<file path="config.mk">
export PLATFORM = sky130hd
export DESIGN_NAME = mqtt_rx_packet_parser
export DESIGN_NICKNAME = d
export VERILOG_FILES = /design/src/sv/mqttrx_pkg.sv /design/src/sv/mqttrx_front.sv /design/src/sv/mqttrx_queue.sv /design/src/sv/mqttrx_back.sv /design/src/sv/mqtt_rx_packet_parser.sv
export SDC_FILE = /design/constraint.sdc
export NUM_CORES = 1
export LEC_CHECK = 0
export BUFFER_PORTS_ARGS = -buffer_cell sky130_fd_sc_hd__buf_2
export CORE_MARGIN = 2
export CORE_UTILIZATION = 65
export CTS_BUF_LIST = sky130_fd_sc_hd__clkbuf_4
export DETAILED_ROUTE_END_ITERATION = 10
export PLACE_DENSITY = 0.82
export SLEW_MARGIN = 20
export SYNTH_ARGS = -nofsm -noshare
export SYNTH_HDL_FRONTEND = slang
export SYNTH_SLANG_ARGS = --single-unit
</file>
<file path="constraint.sdc">
create_clock -name clk -period 6.5 [get_ports clk]
set_clock_uncertainty 0.2 [all_clocks]
set_input_delay 0.975 -clock clk [delete_from_list [all_inputs] [get_ports clk]]
set_output_delay 0.975 -clock clk [all_outputs]
set_load 0.1 [all_outputs]
</file>
<file path="src/sv/mqttrx_pkg.sv">
// ----------------------------------------------------------------------------
// mqttrx_pkg - shared types and constants for the MQTT receive deframer
// Result kinds, ack codes, packet types and the front-to-back request format.
// ----------------------------------------------------------------------------
package mqttrx_pkg;

	localparam int MAX_TOPIC   = 255;
	localparam int MAX_PAYLOAD = 4095;
	localparam int MAX_PACKET  = 262144;

	localparam logic [2:0] KIND_TOPIC    = 3'd0;
	localparam logic [2:0] KIND_PAYLOAD  = 3'd1;
	localparam logic [2:0] KIND_MSG_END  = 3'd2;
	localparam logic [2:0] KIND_SEND_ACK = 3'd3;
	localparam logic [2:0] KIND_OUT_DONE = 3'd4;
	localparam logic [2:0] KIND_OUT_RECV = 3'd5;
	localparam logic [2:0] KIND_ERROR    = 3'd6;

	localparam logic [1:0] ACK_PUBACK  = 2'd0;
	localparam logic [1:0] ACK_PUBREC  = 2'd1;
	localparam logic [1:0] ACK_PUBREL  = 2'd2;
	localparam logic [1:0] ACK_PUBCOMP = 2'd3;

	localparam logic ERR_UNKNOWN  = 1'b0;
	localparam logic ERR_OVERSIZE = 1'b1;

	localparam logic [3:0] TYPE_CONNACK  = 4'h2;
	localparam logic [3:0] TYPE_PUBLISH  = 4'h3;
	localparam logic [3:0] TYPE_PUBACK   = 4'h4;
	localparam logic [3:0] TYPE_PUBREC   = 4'h5;
	localparam logic [3:0] TYPE_PUBREL   = 4'h6;
	localparam logic [3:0] TYPE_PUBCOMP  = 4'h7;
	localparam logic [3:0] TYPE_PINGRESP = 4'hD;

	localparam logic [1:0] PH_HEADER = 2'd0;
	localparam logic [1:0] PH_LENGTH = 2'd1;
	localparam logic [1:0] PH_BODY   = 2'd2;

	// action codes carried from front to back
	localparam logic [2:0] ACT_TOPIC   = 3'd0;  // one topic byte
	localparam logic [2:0] ACT_PAYLOAD = 3'd1;  // one payload byte
	localparam logic [2:0] ACT_PUB_END = 3'd2;  // publish end: opt ack + msg end
	localparam logic [2:0] ACT_ACKD    = 3'd3;  // outbound done
	localparam logic [2:0] ACT_RECV    = 3'd4;  // outbound received + PUBREL
	localparam logic [2:0] ACT_REL     = 3'd5;  // send PUBCOMP
	localparam logic [2:0] ACT_ERROR   = 3'd6;  // error

	localparam int QDEPTH = 4;
	localparam int QAW    = 2;

	typedef struct packed {
		logic [2:0]  act;
		logic [7:0]  data;
		logic [15:0] pid;
		logic [1:0]  qos;
		logic        err;
	} req_t;

	typedef struct packed {
		logic [2:0]  kind;
		logic [7:0]  data_byte;
		logic [1:0]  ack_code;
		logic [15:0] packet_id;
		logic [1:0]  msg_qos;
		logic        error_code;
		logic        last;
	} res_t;

endpackage

</file>
<file path="src/sv/mqttrx_front.sv">
// ----------------------------------------------------------------------------
// mqttrx_front - header, length and body decode
// Parses one byte per cycle while in_fire is high and turns each byte into at most one request.
// ----------------------------------------------------------------------------
module mqttrx_front (
	input  logic               clk,
	input  logic               arst_n,
	input  logic               in_fire,
	input  logic               op,
	input  logic [7:0]         rx_byte,
	output logic               req_valid,
	output mqttrx_pkg::req_t   req
);

	logic [1:0]  phase_q;
	logic [7:0]  header_q;
	logic [27:0] rlen_q;
	logic [2:0]  lcnt_q;
	logic [27:0] bcnt_q;
	logic [15:0] tlen_q;
	logic [15:0] pid_q;
	logic [12:0] pemit_q;
	logic        pvalid_q;
	logic        err_q;

	logic [3:0]  ptype;
	logic [1:0]  qos;
	logic [27:0] rlen_n;
	logic [27:0] bcnt_n;
	logic [15:0] tlen_full;
	logic [15:0] pid_n;
	logic [16:0] tlen2, tlen4;
	logic        len_done, pkt_end, oversize;
	logic [28:0] total;

	assign ptype = header_q[7:4];
	assign qos   = header_q[2:1];
	assign tlen2 = {1'b0, tlen_q} + 17'd2;
	assign tlen4 = {1'b0, tlen_q} + 17'd4;
	assign tlen_full = {tlen_q[15:8], rx_byte};
	assign bcnt_n = bcnt_q + 28'd1;
	assign pid_n  = {pid_q[7:0], rx_byte};

	always_comb begin
		rlen_n = rlen_q;
		case (lcnt_q[1:0])
			2'd0: rlen_n[6:0]   = rx_byte[6:0];
			2'd1: rlen_n[13:7]  = rx_byte[6:0];
			2'd2: rlen_n[20:14] = rx_byte[6:0];
			default: rlen_n[27:21] = rx_byte[6:0];
		endcase
	end
	assign len_done = !rx_byte[7] || (lcnt_q == 3'd3);
	assign total    = 29'd2 + {26'd0, lcnt_q} + {1'b0, rlen_n};
	assign oversize = total > 29'(mqttrx_pkg::MAX_PACKET);
	assign pkt_end  = bcnt_n >= rlen_q;

	// end-of-packet request from the type; pid is the id as of packet end
	function automatic logic end_req(input logic [3:0] t, input logic pv,
		input logic [27:0] rl, output logic [2:0] a);
		logic hid;
		hid = rl >= 28'd2;
		a = mqttrx_pkg::ACT_ERROR;
		end_req = 1'b0;
		case (t)
			mqttrx_pkg::TYPE_PUBLISH: begin
				a = mqttrx_pkg::ACT_PUB_END; end_req = pv;
			end
			mqttrx_pkg::TYPE_PUBACK, mqttrx_pkg::TYPE_PUBCOMP: begin
				a = mqttrx_pkg::ACT_ACKD; end_req = hid;
			end
			mqttrx_pkg::TYPE_PUBREC: begin
				a = mqttrx_pkg::ACT_RECV; end_req = hid;
			end
			mqttrx_pkg::TYPE_PUBREL: begin
				a = mqttrx_pkg::ACT_REL; end_req = hid;
			end
			mqttrx_pkg::TYPE_CONNACK, mqttrx_pkg::TYPE_PINGRESP: end_req = 1'b0;
			default: begin
				a = mqttrx_pkg::ACT_ERROR; end_req = 1'b1;
			end
		endcase
	endfunction

	logic        rv;
	mqttrx_pkg::req_t rq;
	logic [1:0]  phase_n;
	logic [15:0] tlen_n, pidreg_n;
	logic        pvalid_n, err_n;
	logic [12:0] pemit_n;
	logic [2:0]  ea;
	logic        er;
	logic        is_pub;
	logic        pv_b;

	always_comb begin
		rv = 1'b0;
		rq = '0;
		phase_n = phase_q;
		tlen_n = tlen_q;
		pidreg_n = pid_q;
		pvalid_n = pvalid_q;
		err_n = err_q;
		pemit_n = pemit_q;
		ea = mqttrx_pkg::ACT_ERROR;
		er = 1'b0;
		is_pub = ptype == mqttrx_pkg::TYPE_PUBLISH;
		pv_b = pvalid_q;
		case (phase_q)
			mqttrx_pkg::PH_LENGTH: begin
				if (len_done) begin
					if (oversize) begin
						rv = 1'b1;
						rq.act = mqttrx_pkg::ACT_ERROR;
						rq.err = mqttrx_pkg::ERR_OVERSIZE;
						err_n = 1'b1;
						phase_n = mqttrx_pkg::PH_HEADER;
					end else if (rlen_n == 28'd0) begin
						er = end_req(ptype, pvalid_q, rlen_n, ea);
						rv = er;
						rq.act = ea;
						rq.pid = pid_q;
						rq.qos = qos;
						if (er && ea == mqttrx_pkg::ACT_ERROR) err_n = 1'b1;
						phase_n = mqttrx_pkg::PH_HEADER;
					end else begin
						phase_n = mqttrx_pkg::PH_BODY;
					end
				end
			end
			mqttrx_pkg::PH_BODY: begin
				if (is_pub) begin
					if (bcnt_q == 28'd0) begin
						tlen_n = {rx_byte, 8'd0};
					end else if (bcnt_q == 28'd1) begin
						tlen_n = tlen_full;
						pv_b = (tlen_full <= 16'(mqttrx_pkg::MAX_TOPIC)) &&
							({12'd0, tlen_full} + 28'd2 <= rlen_q) &&
							(qos == 2'd0 || {12'd0, tlen_full} + 28'd4 <= rlen_q);
						pvalid_n = pv_b;
					end else if (bcnt_q < {11'd0, tlen2}) begin
						rv = pvalid_q;
						rq.act = mqttrx_pkg::ACT_TOPIC;
						rq.data = rx_byte;
					end else if (qos != 2'd0 && bcnt_q < {11'd0, tlen4}) begin
						pidreg_n = pid_n;
					end else if (pvalid_q && pemit_q < 13'(mqttrx_pkg::MAX_PAYLOAD)) begin
						rv = 1'b1;
						rq.act = mqttrx_pkg::ACT_PAYLOAD;
						rq.data = rx_byte;
						pemit_n = pemit_q + 13'd1;
					end
				end else if (bcnt_q < 28'd2) begin
					pidreg_n = pid_n;
				end
				if (pkt_end) begin
					// the last body byte of a publish may also carry a data
					// request; it is then merged with the publish end
					er = end_req(ptype, pv_b, rlen_q, ea);
					phase_n = mqttrx_pkg::PH_HEADER;
					if (er) begin
						if (rv) begin
							// data byte and end in same step: merge flag
							rq.act = (rq.act == mqttrx_pkg::ACT_TOPIC) ?
								mqttrx_pkg::ACT_TOPIC : mqttrx_pkg::ACT_PAYLOAD;
						end
						rq.pid = pidreg_n;
						rq.qos = qos;
						if (!rv) rq.act = ea;
						if (ea == mqttrx_pkg::ACT_ERROR) err_n = 1'b1;
						rv = 1'b1;
					end
				end
			end
			default: begin
				// header byte: start a fresh packet
				phase_n = mqttrx_pkg::PH_LENGTH;
				tlen_n = '0;
				pidreg_n = '0;
				pvalid_n = 1'b0;
				pemit_n = '0;
			end
		endcase
	end

	// A data byte on the last body byte is followed by publish end in the same
	// step; the request then carries the byte plus an end flag in err.
	logic both;
	assign both = (phase_q == mqttrx_pkg::PH_BODY) && pkt_end && er &&
		(rq.act == mqttrx_pkg::ACT_TOPIC || rq.act == mqttrx_pkg::ACT_PAYLOAD) &&
		is_pub;

	always_comb begin
		req_valid = in_fire && !op && !err_q && rv;
		req = rq;
		req.err = both ? 1'b1 : rq.err;
	end

	always_ff @(posedge clk or negedge arst_n) begin
		if (!arst_n) begin
			phase_q <= mqttrx_pkg::PH_HEADER;
			err_q <= 1'b0;
			header_q <= '0; rlen_q <= '0; lcnt_q <= '0; bcnt_q <= '0;
			tlen_q <= '0; pid_q <= '0; pemit_q <= '0; pvalid_q <= 1'b0;
		end else if (in_fire) begin
			if (op) begin
				phase_q <= mqttrx_pkg::PH_HEADER;
				err_q <= 1'b0;
			end else if (!err_q) begin
				phase_q <= phase_n;
				err_q <= err_n;
				tlen_q <= tlen_n;
				pid_q <= pidreg_n;
				pvalid_q <= pvalid_n;
				pemit_q <= pemit_n;
				case (phase_q)
					mqttrx_pkg::PH_HEADER: begin
						header_q <= rx_byte;
						rlen_q <= '0; lcnt_q <= '0; bcnt_q <= '0;
					end
					mqttrx_pkg::PH_LENGTH: begin
						rlen_q <= rlen_n;
						lcnt_q <= lcnt_q + 3'd1;
					end
					default: bcnt_q <= bcnt_n;
				endcase
			end
		end
	end

	assert property (@(posedge clk) disable iff (!arst_n)
		in_fire && op |=> phase_q == mqttrx_pkg::PH_HEADER && !err_q)
		else $error("restart did not clear parser");
	assert property (@(posedge clk) disable iff (!arst_n)
		err_q && !(in_fire && op) |=> err_q)
		else $error("error flag not sticky");
	assert property (@(posedge clk) disable iff (!arst_n)
		err_q |-> !req_valid)
		else $error("request while in error");
	assert property (@(posedge clk) disable iff (!arst_n)
		pemit_q <= 13'(mqttrx_pkg::MAX_PAYLOAD))
		else $error("payload limit overrun");

endmodule

</file>
<file path="src/sv/mqttrx_queue.sv">
// ----------------------------------------------------------------------------
// mqttrx_queue - request queue between decode and result sequencer
// Small flop FIFO; full/empty from a count.
// ----------------------------------------------------------------------------
module mqttrx_queue (
	input  logic             clk,
	input  logic             arst_n,
	input  logic             wr_en,
	input  mqttrx_pkg::req_t wr_data,
	output logic             full,
	output logic             almost_full,
	input  logic             rd_en,
	output logic             empty,
	output mqttrx_pkg::req_t rd_data
);

	mqttrx_pkg::req_t mem_q [mqttrx_pkg::QDEPTH];
	logic [mqttrx_pkg::QAW-1:0] wp_q, rp_q;
	logic [mqttrx_pkg::QAW:0]   cnt_q;

	assign full  = cnt_q == (mqttrx_pkg::QAW+1)'(mqttrx_pkg::QDEPTH);
	assign almost_full = cnt_q >= (mqttrx_pkg::QAW+1)'(mqttrx_pkg::QDEPTH - 1);
	assign empty = cnt_q == '0;
	assign rd_data = mem_q[rp_q];

	always_ff @(posedge clk) begin
		if (wr_en) mem_q[wp_q] <= wr_data;
	end

	always_ff @(posedge clk or negedge arst_n) begin
		if (!arst_n) begin
			wp_q <= '0; rp_q <= '0; cnt_q <= '0;
		end else begin
			if (wr_en) wp_q <= wp_q + 1'b1;
			if (rd_en) rp_q <= rp_q + 1'b1;
			cnt_q <= cnt_q + (mqttrx_pkg::QAW+1)'(wr_en) - (mqttrx_pkg::QAW+1)'(rd_en);
		end
	end

	assert property (@(posedge clk) disable iff (!arst_n) !(wr_en && full && !rd_en))
		else $error("queue overflow");
	assert property (@(posedge clk) disable iff (!arst_n) !(rd_en && empty))
		else $error("queue underflow");
	assert property (@(posedge clk) disable iff (!arst_n)
		cnt_q <= (mqttrx_pkg::QAW+1)'(mqttrx_pkg::QDEPTH))
		else $error("queue count out of range");

endmodule

</file>
<file path="src/sv/mqttrx_back.sv">
// ----------------------------------------------------------------------------
// mqttrx_back - result sequencer
// Expands one request into one to three result items, one per cycle while out_ready allows.
// ----------------------------------------------------------------------------
module mqttrx_back (
	input  logic             clk,
	input  logic             arst_n,
	input  logic             q_empty,
	input  mqttrx_pkg::req_t q_data,
	output logic             q_rd,
	output logic             out_valid,
	input  logic             out_ready,
	output mqttrx_pkg::res_t res
);

	logic [1:0] idx_q;       // result index within current request
	logic [1:0] nres;
	mqttrx_pkg::res_t r;
	logic is_last;
	logic data_end;          // data byte followed by publish end
	logic has_ack;

	assign data_end = q_data.err &&
		(q_data.act == mqttrx_pkg::ACT_TOPIC || q_data.act == mqttrx_pkg::ACT_PAYLOAD);
	assign has_ack = q_data.qos == 2'd1 || q_data.qos == 2'd2;

	always_comb begin
		r = '0;
		nres = 2'd1;
		case (q_data.act)
			mqttrx_pkg::ACT_TOPIC, mqttrx_pkg::ACT_PAYLOAD: begin
				nres = data_end ? (has_ack ? 2'd3 : 2'd2) : 2'd1;
				if (idx_q == 2'd0) begin
					r.kind = (q_data.act == mqttrx_pkg::ACT_TOPIC) ?
						mqttrx_pkg::KIND_TOPIC : mqttrx_pkg::KIND_PAYLOAD;
					r.data_byte = q_data.data;
				end else if (idx_q == 2'd1 && has_ack) begin
					r.kind = mqttrx_pkg::KIND_SEND_ACK;
					r.ack_code = (q_data.qos == 2'd1) ? mqttrx_pkg::ACK_PUBACK :
						mqttrx_pkg::ACK_PUBREC;
					r.packet_id = q_data.pid;
				end else begin
					r.kind = mqttrx_pkg::KIND_MSG_END;
					r.packet_id = (q_data.qos != 2'd0) ? q_data.pid : 16'd0;
					r.msg_qos = q_data.qos;
				end
			end
			mqttrx_pkg::ACT_PUB_END: begin
				nres = has_ack ? 2'd2 : 2'd1;
				if (idx_q == 2'd0 && has_ack) begin
					r.kind = mqttrx_pkg::KIND_SEND_ACK;
					r.ack_code = (q_data.qos == 2'd1) ? mqttrx_pkg::ACK_PUBACK :
						mqttrx_pkg::ACK_PUBREC;
					r.packet_id = q_data.pid;
				end else begin
					r.kind = mqttrx_pkg::KIND_MSG_END;
					r.packet_id = (q_data.qos != 2'd0) ? q_data.pid : 16'd0;
					r.msg_qos = q_data.qos;
				end
			end
			mqttrx_pkg::ACT_ACKD: begin
				r.kind = mqttrx_pkg::KIND_OUT_DONE;
				r.packet_id = q_data.pid;
			end
			mqttrx_pkg::ACT_RECV: begin
				nres = 2'd2;
				r.packet_id = q_data.pid;
				if (idx_q == 2'd0) begin
					r.kind = mqttrx_pkg::KIND_OUT_RECV;
				end else begin
					r.kind = mqttrx_pkg::KIND_SEND_ACK;
					r.ack_code = mqttrx_pkg::ACK_PUBREL;
				end
			end
			mqttrx_pkg::ACT_REL: begin
				r.kind = mqttrx_pkg::KIND_SEND_ACK;
				r.ack_code = mqttrx_pkg::ACK_PUBCOMP;
				r.packet_id = q_data.pid;
			end
			default: begin
				r.kind = mqttrx_pkg::KIND_ERROR;
				r.error_code = q_data.err;
			end
		endcase
		is_last = idx_q == nres - 2'd1;
		r.last = is_last;
	end

	// output register: loads when empty or being drained
	logic load;
	assign load = !q_empty && (!out_valid || out_ready);
	assign q_rd = load && is_last;

	always_ff @(posedge clk or negedge arst_n) begin
		if (!arst_n) begin
			out_valid <= 1'b0;
			idx_q <= '0;
		end else begin
			if (load) begin
				out_valid <= 1'b1;
				idx_q <= is_last ? 2'd0 : idx_q + 2'd1;
			end else if (out_ready) begin
				out_valid <= 1'b0;
			end
		end
	end

	always_ff @(posedge clk) begin
		if (load) res <= r;
	end

	assert property (@(posedge clk) disable iff (!arst_n)
		out_valid && !out_ready |=> out_valid && $stable(res))
		else $error("result dropped under stall");
	assert property (@(posedge clk) disable iff (!arst_n) idx_q != 2'd3)
		else $error("result index out of range");
	assert property (@(posedge clk) disable iff (!arst_n)
		idx_q != 2'd0 |-> !q_empty)
		else $error("request left mid-expansion");

endmodule

</file>
<file path="src/sv/mqtt_rx_packet_parser.sv">
// ----------------------------------------------------------------------------
// mqtt_rx_packet_parser - MQTT 3.1.1 receive deframer
// Decodes received bytes into topic/payload bytes, ack requests and events.
// ----------------------------------------------------------------------------
//  channel | handshake         | payload
//  --------+-------------------+----------------------------------------------
//  in      | in_valid/in_ready | op, rx_byte
//  out     | out_valid/out_rdy | kind, data_byte, ack_code, packet_id,
//          |  (out_ready)      |  msg_qos, error_code, last
//
// One byte is taken per cycle while the request queue is not almost full;
// decode in the front is combinational. Each byte yields at most one queued
// request, and the back expands a request into one to three results, one per
// cycle while out_ready allows. in_ready drops only when the queue nears full
// (output stalled or multi-result expansion).
// Reset clears parser state, the queue pointers and the output valid.
// ----------------------------------------------------------------------------
module mqtt_rx_packet_parser (
	input  logic        clk,
	input  logic        arst_n,
	input  logic        in_valid,
	output logic        in_ready,
	input  logic        op,
	input  logic [7:0]  rx_byte,
	output logic        out_valid,
	input  logic        out_ready,
	output logic [2:0]  kind,
	output logic [7:0]  data_byte,
	output logic [1:0]  ack_code,
	output logic [15:0] packet_id,
	output logic [1:0]  msg_qos,
	output logic        error_code,
	output logic        last
);

	logic             in_fire;
	logic             req_valid;
	mqttrx_pkg::req_t req;
	logic             q_full, q_afull, q_empty, q_rd;
	mqttrx_pkg::req_t q_data;
	mqttrx_pkg::res_t res;

	// conservative: keep one slot free so a registered ready is not needed
	assign in_ready = !q_afull;
	assign in_fire  = in_valid && in_ready;

	mqttrx_front u_front (
		.clk(clk), .arst_n(arst_n), .in_fire(in_fire), .op(op),
		.rx_byte(rx_byte), .req_valid(req_valid), .req(req)
	);

	mqttrx_queue u_queue (
		.clk(clk), .arst_n(arst_n), .wr_en(req_valid), .wr_data(req),
		.full(q_full), .almost_full(q_afull), .rd_en(q_rd),
		.empty(q_empty), .rd_data(q_data)
	);

	mqttrx_back u_back (
		.clk(clk), .arst_n(arst_n), .q_empty(q_empty), .q_data(q_data),
		.q_rd(q_rd), .out_valid(out_valid), .out_ready(out_ready), .res(res)
	);

	assign kind       = res.kind;
	assign data_byte  = res.data_byte;
	assign ack_code   = res.ack_code;
	assign packet_id  = res.packet_id;
	assign msg_qos    = res.msg_qos;
	assign error_code = res.error_code;
	assign last       = res.last;

	assert property (@(posedge clk) disable iff (!arst_n) q_full |-> !in_ready)
		else $error("input taken with full queue");
	assert property (@(posedge clk) disable iff (!arst_n)
		out_valid && !out_ready |=> out_valid)
		else $error("result withdrawn");
	assert property (@(posedge clk) disable iff (!arst_n)
		out_valid |-> kind != 3'd7)
		else $error("bad result kind");

endmodule
</file>
Word level (Yosys, flattened, before mapping)
Memories as Yosys holds them, arrays and structs flattened.
Cells that the tools add are included.
{"block": "totals", "ff_bits": 159, "ramBits": 120, "inputBits": 13, "out_inout_bits": 35, "elab_cells": 281, "mem_count": 1}
{"name": "u_queue.mem_q", "depth": 4, "word_bits": 30, "rd": 1, "rd_clocked_by_memory_dff": 0, "wr": 1, "line": "mqttrx_queue.sv:17", "rtl": "mqttrx_pkg::req_t mem_q [mqttrx_pkg::QDEPTH];"}
{"block": "op_classes", "n_addsub": 15, "order_cmp": 12, "eq_ne": 36, "muxes": 131, "bitwise_logic": 3, "n_reduce_logical": 60}
{"op": "16-bit two-way mux", "count": 11}
{"op": "28-bit case mux with 2 select lines", "count": 2}
{"op": "13-bit two-way mux", "count": 6}
{"op": "18-bit two-way mux", "count": 4}
{"op": "11-bit two-way mux", "count": 6}
{"op": "16-bit case mux with 2 select lines", "count": 2}
{"op": "28-bit by 2-bit greater-or-equal comparator with 1-bit output (second input constant)", "count": 2}
{"op": "28-bit <= comparator", "count": 2}
{"op": "28-bit zero test", "count": 2}
{"op": "28-bit by 17-bit less-than comparator with 1-bit output", "count": 2}
{"op": "16-bit case mux with 3 select lines", "count": 1}
{"op": "1-bit two-way mux", "count": 46}
{"op": "3-bit two-way mux", "count": 14}
{"op": "18-bit case mux with 2 select lines", "count": 1}
{"op": "16-bit by 2-bit adder with 17-bit output (second input constant)", "count": 2}
{"op": "16-bit by 3-bit adder with 17-bit output (second input constant)", "count": 2}
{"op": "29-bit by 28-bit adder with 29-bit output", "count": 1}
{"op": "29-bit by 19-bit > comparator with 1-bit output (second input constant)", "count": 1}
{"op": "28-bit by 1-bit adder with 28-bit output (second input constant)", "count": 1}
{"op": "28-bit by 1-bit == test with 1-bit output (second input constant)", "count": 1}
{"op": "28-bit greater-or-equal comparator", "count": 1}
{"op": "28-bit by 2-bit less-than comparator with 1-bit output (second input constant)", "count": 1}
{"op": "2-bit two-way mux", "count": 14}
{"op": "7-bit two-way mux", "count": 4}
{"op": "other kinds (52)", "count": 128}

Depth between registers and ports, before layout
{"block": "depth", "depth_word": 20, "ltp_mapped": 22, "ltp_nobuf": 20}

Modules after synthesis
A second synthesis with hierarchy kept.
{"block": "unflattened", "cells_unflattened": 1513, "hier_area_um2": 16638.5}
{"mod": "mqttrx_front", "instances": 1, "cells_each": 1189, "area_per_inst_um2": 10219.8, "seq_area_each_um2": 2852.7}
{"mod": "mqttrx_queue", "instances": 1, "cells_each": 194, "area_per_inst_um2": 4773.3, "seq_area_each_um2": 3778.6}
{"mod": "mqttrx_back", "instances": 1, "cells_each": 128, "area_per_inst_um2": 1635.3, "seq_area_each_um2": 1066.0}
{"mod": "mqtt_rx_packet_parser", "instances": 1, "cells_each": 2, "area_per_inst_um2": 10.0, "seq_area_each_um2": 0.0}

Least setup slack after synthesis
Ideal clock, no wire load.
{"block": "synth_path", "path_kind": "input to register", "from": "input port rx_byte[5]", "to": "memory u_queue.mem_q[0][0] in the netlist's numbering (enable)", "setup_time_ns": 0.390, "t_arrival_ns": 5.132, "setup_slack_ns": 0.778, "stages": 15, "path_cell_list": "clkbuf_1 > clkbuf_1 > and3_1 > nand3_1 > nor2_1 > xor2_1 > ha_1 > and4_1 > a221o_1 > a211o_1 > a221o_1 > a22oi_2 > o21ai_1 > a31oi_4 > and2_1"}
{"block": "synth_between", "elab_chain_len": 15, "elab_cells_between_ends": 35}
{"element": "start: declaration", "line": "mqtt_rx_packet_parser.sv:24", "rtl": "input logic [7:0] rx_byte,"}
{"element": "16-bit by 2-bit adder with 17-bit output / 16-bit by 3-bit adder with 17-bit output (equally long branches)", "line": "mqttrx_front.sv:138, mqttrx_front.sv:139"}
{"element": "28-bit <= comparator, on equally long branches", "line": "mqttrx_front.sv:138, mqttrx_front.sv:139"}
{"element": "1-bit logical AND / 1-bit logical OR (equally long branches)", "line": "mqttrx_front.sv:137, mqttrx_front.sv:139"}
{"element": "1-bit logical AND", "line": "mqttrx_front.sv:138", "rtl": "({12'd0, tlen_full} + 28'd2 <= rlen_q) &&"}
{"element": "1-bit two-way mux", "line": "mqttrx_front.sv:135", "rtl": "end else if (bcnt_q == 28'd1) begin"}
{"element": "1-bit two-way mux", "line": "mqttrx_front.sv:133", "rtl": "if (bcnt_q == 28'd0) begin"}
{"element": "1-bit case mux with 3 select lines", "line": "mqttrx_front.sv:65", "rtl": "case (t)"}
{"element": "1-bit two-way mux", "line": "mqttrx_front.sv:156", "rtl": "if (pkt_end) begin"}
{"element": "1-bit two-way mux", "line": "mqttrx_front.sv:109", "rtl": "case (phase_q)"}
{"element": "1-bit two-way mux", "line": "mqttrx_front.sv:161", "rtl": "if (er) begin"}
{"element": "1-bit two-way mux", "line": "mqttrx_front.sv:156"}
{"element": "1-bit case mux with 2 select lines (*)", "line": "mqttrx_front.sv:109"}
{"element": "1-bit logical AND (*)", "line": "mqttrx_front.sv:194", "rtl": "req_valid = in_fire && !op && !err_q && rv;"}
{"element": "net req_valid", "line": "mqtt_rx_packet_parser.sv:37", "rtl": "logic req_valid;"}
{"element": "1-bit two-way mux (*)", "line": "mqttrx_queue.sv:27", "rtl": "if (wr_en) mem_q[wp_q] <= wr_data;"}
{"element": "1-bit two-way mux (not written as such) (*)", "line": "mqttrx_queue.sv:27"}
{"element": "end: declaration", "line": "mqttrx_queue.sv:17"}
The timed path passes the listed nets; every way through them passes the cells marked *. The select of a mux whose other input is x is not followed.

Final worst setup path
{"block": "layout_path", "from": "register u_front.lcnt_q[1]", "to": "register u_queue.cnt_q[1] in the netlist's numbering"}
{"block": "layout_between", "elab_chain_len": 16, "elab_cells_between_ends": 27}
{"element": "start: declaration", "line": "mqttrx_front.sv:18", "rtl": "logic [2:0] lcnt_q;"}
{"element": "start signal: assignment", "line": "mqttrx_front.sv:223", "rtl": "lcnt_q <= lcnt_q + 3'd1;"}
{"element": "branches (longest 11 deep; another with 29-bit by 28-bit adder with 29-bit output)"}
{"element": "1-bit two-way mux (*)", "line": "mqttrx_front.sv:111", "rtl": "if (len_done) begin"}
{"element": "1-bit case mux with 2 select lines (*)", "line": "mqttrx_front.sv:109"}
{"element": "1-bit logical AND (*)", "line": "mqttrx_front.sv:194"}
{"element": "net req_valid", "line": "mqtt_rx_packet_parser.sv:37"}
{"element": "3-bit by 1-bit adder with 3-bit output (*)", "line": "mqttrx_queue.sv:36", "rtl": "cnt_q <= cnt_q + (mqttrx_pkg::QAW+1)'(wr_en) - (mqttrx_pkg::QAW+1)'(rd_en);"}
{"element": "3-bit by 1-bit subtractor with 3-bit output (*)", "line": "mqttrx_queue.sv:36"}
{"element": "end signal: assignment", "line": "mqttrx_queue.sv:36"}
{"element": "end: declaration", "line": "mqttrx_queue.sv:19", "rtl": "logic [mqttrx_pkg::QAW:0] cnt_q;"}
Mark *: on every way through the listed nets, which the timed path passes. The select of a mux whose other input is x is not followed.
A chain may end at the register's enable or synchronous reset.

==> reports/results.tsv <==
metric	value	unit
gr ovfl total	0	
starting density of the core	66.50	%
Pleak	7.536	nW
Reg clk slew, reported paths	0.08	ns
number of setup buffers added after CTS	0	
I/O pins	48	
DR WL/cell	21.12	um
slowest stage delay, CP	0.57	ns
FMAX	184.9	MHz
Final Setup Violations	0	
Post-CTS Resized	0	
crit end category	flip-flop	
critical path arrival	5.84	ns
Mean Syn Cell Area	10.59	um2
die area	27210	um2
Via Count	13360	
Final Hold Fails	0	
first-pass GRT wire length	69.41	mm
PD cells	402.8	nW/um2
critical path class	flip-flop to flip-flop	
Synthesis Warnings	0	
Yosys reg bits	277	
ys flop type	edfxtp_1	
number of synthesized flops with an enable pin	153	
Hold WC Path Type	input pin to async pin	
CTS root buf	clkbuf_4	
fin. max-slew vios	0	
post-synthesis cell type count	80	
CP dominant cell by count	inv_1	
syn nets	1731	
peak supply drop	453.0	uV
Die H	165.0	um
vias in the first global route	13150	
Die Wd	165.0	um
Max Cap Viol	0	
Slew headroom	29.19	%
Post-Synthesis Cells	1591	
Setup TNS	0	ns
# nets final	1789	
CP required	6.93	ns
Clock Tree Buf Depth	3	
r2r setup slk	1.09	ns
first drt pass iteration count	6	
row count	58	
fillcell total	1791	
clock latency at the later pin of the worst-skew pair	0.75	ns
cts bufs inserted	73	
H-tree depth	3	
Port Buffers	47	
sequential cell area fraction in the yosys report	45.71	%
hpwl dp	30.26	mm
core area	25330	um2
Residual DRC	0	
CP Launch Type	flip-flop	
DR vias/cell	6.546	
largest net degree at the start of global routing	65	
layout cells sized above 1	15.03	%
synthesized area	16840	um2
crit path max fanout	15	
total power	0.007360	W
initial DRC count	1324	
final wirelength	43.12	mm
outcome	completed	
GRT Total Usage	32.92	%
GP Congestion	0.9850	
CTS sink cnt	277	
clock period minus worst slack	5.409	ns
fin crit share	83.22	%
RSZ-0062 raised after global routing	no	
async set or reset register ratio after synthesis	44.77	%
initial antenna violation count	2	
Area growth syn-to-layout	8.499	%
DRT antenna net count	0	
crit-path cells	inv_1, ha_1, mux2i_1, inv_1, ha_1, a211oi_1, o21bai_1, and3_1, a2111o_1, nor4_1, a31oi_1, o21bai_4, a31oi_4, ha_1, inv_1, fa_1, inv_1	
cts-stage hold buffer count	0	
worst-margin pin slew	1.054	ns
Slowest-stage cell, CP	ha_1	
CTS tree	yes	
==> cell usage in the layout (no fill, tap or decap), drive strengths merged, types with 24 or more instances in the layout <==
cell type,netlist,final
inv,64,66
nand4,35,35
ha,125,125
xor2,49,49
dfrtp,124,124
clkbuf,55,111
nor2b,25,25
a21oi,63,63
buf,30,68
nand3,59,59
mux2i,24,24
nand2,167,167
and3,33,33
mux4,30,30
and2,24,24
edfxtp,153,153
o21ai,114,114
xnor2,50,50
nor3,28,28
nor2,81,81
==> report_power, final <==
part / switching, W / internal (W) / leakage, nW
clock: 0.000756 / 0.000793 / 0.567
sequential: 0.000251 / 0.00212 / 3.26
combinational: 0.00238 / 0.00106 / 3.71
total: 0.00339 / 0.00397 / 7.54
==> flip-flops by register name, summed over array words and instances, names as in the netlist, 6 cells and up <==
signal and cells:
u_queue.mem_q 120, u_back.res 33, u_front.bcnt_q 28, u_front.rlen_q 28, u_front.pid_q 16, u_front.tlen_q 16, u_front.pemit_q 13, u_front.header_q 6
==> synthesized netlist by cell type (all sizes together) (28+ instances only) <==
cell type	count	area share, %
xnor2	50	2.6
buf	30	1.0
a21oi	63	1.9
nand4	35	1.3
dfrtp	124	18
xor2	49	2.5
nand3	59	1.8
o21ai	114	3.4
nand2	167	3.7
nor2	81	1.8
inv	64	1.4
and3	33	1.2
nor3	28	0.89
clkbuf	55	1.2
ha	125	9.3
mux4	30	4.0
edfxtp	153	27
==> metrics by stage <==
stage	setup slack [ns]	instance area (um2)	hold slack, ns	cells	util [%]
after floorplan	0.7783	16840	0.2422	1591	-
after global placement	1.016	17310	0.2825	1904	68.33
after CTS	1.120	18270	0.1249	2040	72.12
after global routing	0.7365	18270	0.1785	2041	72.15
after detailed placement	0.8570	17310	0.2973	1904	68.33
final	1.091	18270	0.09638	2041	72.15
==> area by class of cell <==
type                    instances  area [um2]  area share, %
inverters                      64       240.2          1.315
diodes                          1       2.502        0.01369
multi-input cells            1165        8564          46.87
clock buffers                 111       833.3          4.560
clock inverters                25       125.1         0.6847
well taps                     330       412.9          2.260
flip-flops and latches        277        7699          42.13
repair buffers                 68       395.4          2.164
==> logic make-up after synthesis <==
| group | Yosys count | share of synthesized area [%] |
|---|---|---|
| multiplexers | 62 | 6.137 |
| flip-flops | 277 | 45.71 |
| adder cells (fa/ha/maj) | 127 | 9.525 |
| XOR/XNOR | 99 | 5.149 |
| AND/OR/NAND/NOR | 536 | 16.25 |
| buffers and inverters | 149 | 3.663 |
| AO/OA/AOI/OAI | 341 | 13.57 |
==> critical path: cells and delay by family (launching register included) <==
kind | cells | cell delay (ns)
buf+inv | 4 | 0.38
flops | 1 | 0.46
simple gates | 2 | 0.63
fa+ha+maj | 4 | 1.52
mux | 1 | 0.46
compound gates | 6 | 1.62
==> routing by layer <==
| metal | share of wire (%) | up-vias | track usage (%) | wire, um |
|---|---|---|---|---|
| met5 | 0.030 | - | 0 | 13 |
| met3 | 7.6 | 152 | 5.249 | 3274 |
| li1 | - | 6095 | - | - |
| met4 | 4.4 | 2 | 15.73 | 1899 |
| met2 | 48 | 678 | 54.43 | 20850 |
| met1 | 40 | 6434 | 42.66 | 17080 |
==> final timing paths <==
kind,from,end,cells after the start
worst max-delay path,u_front.lcnt_q[1],u_queue.cnt_q[1],17
worst min-delay path,arst_n,u_front.rlen_q[1],1
worst max register to register,u_front.lcnt_q[1],u_queue.cnt_q[1],17
worst min register to register,u_front.pid_q[8],u_front.pid_q[8],2
max in group asynchronous,arst_n,u_front.pemit_q[11],2
min in group clk,u_front.pid_q[8],u_front.pid_q[8],2
Note: power is estimated with default switching activity, not from simulation.
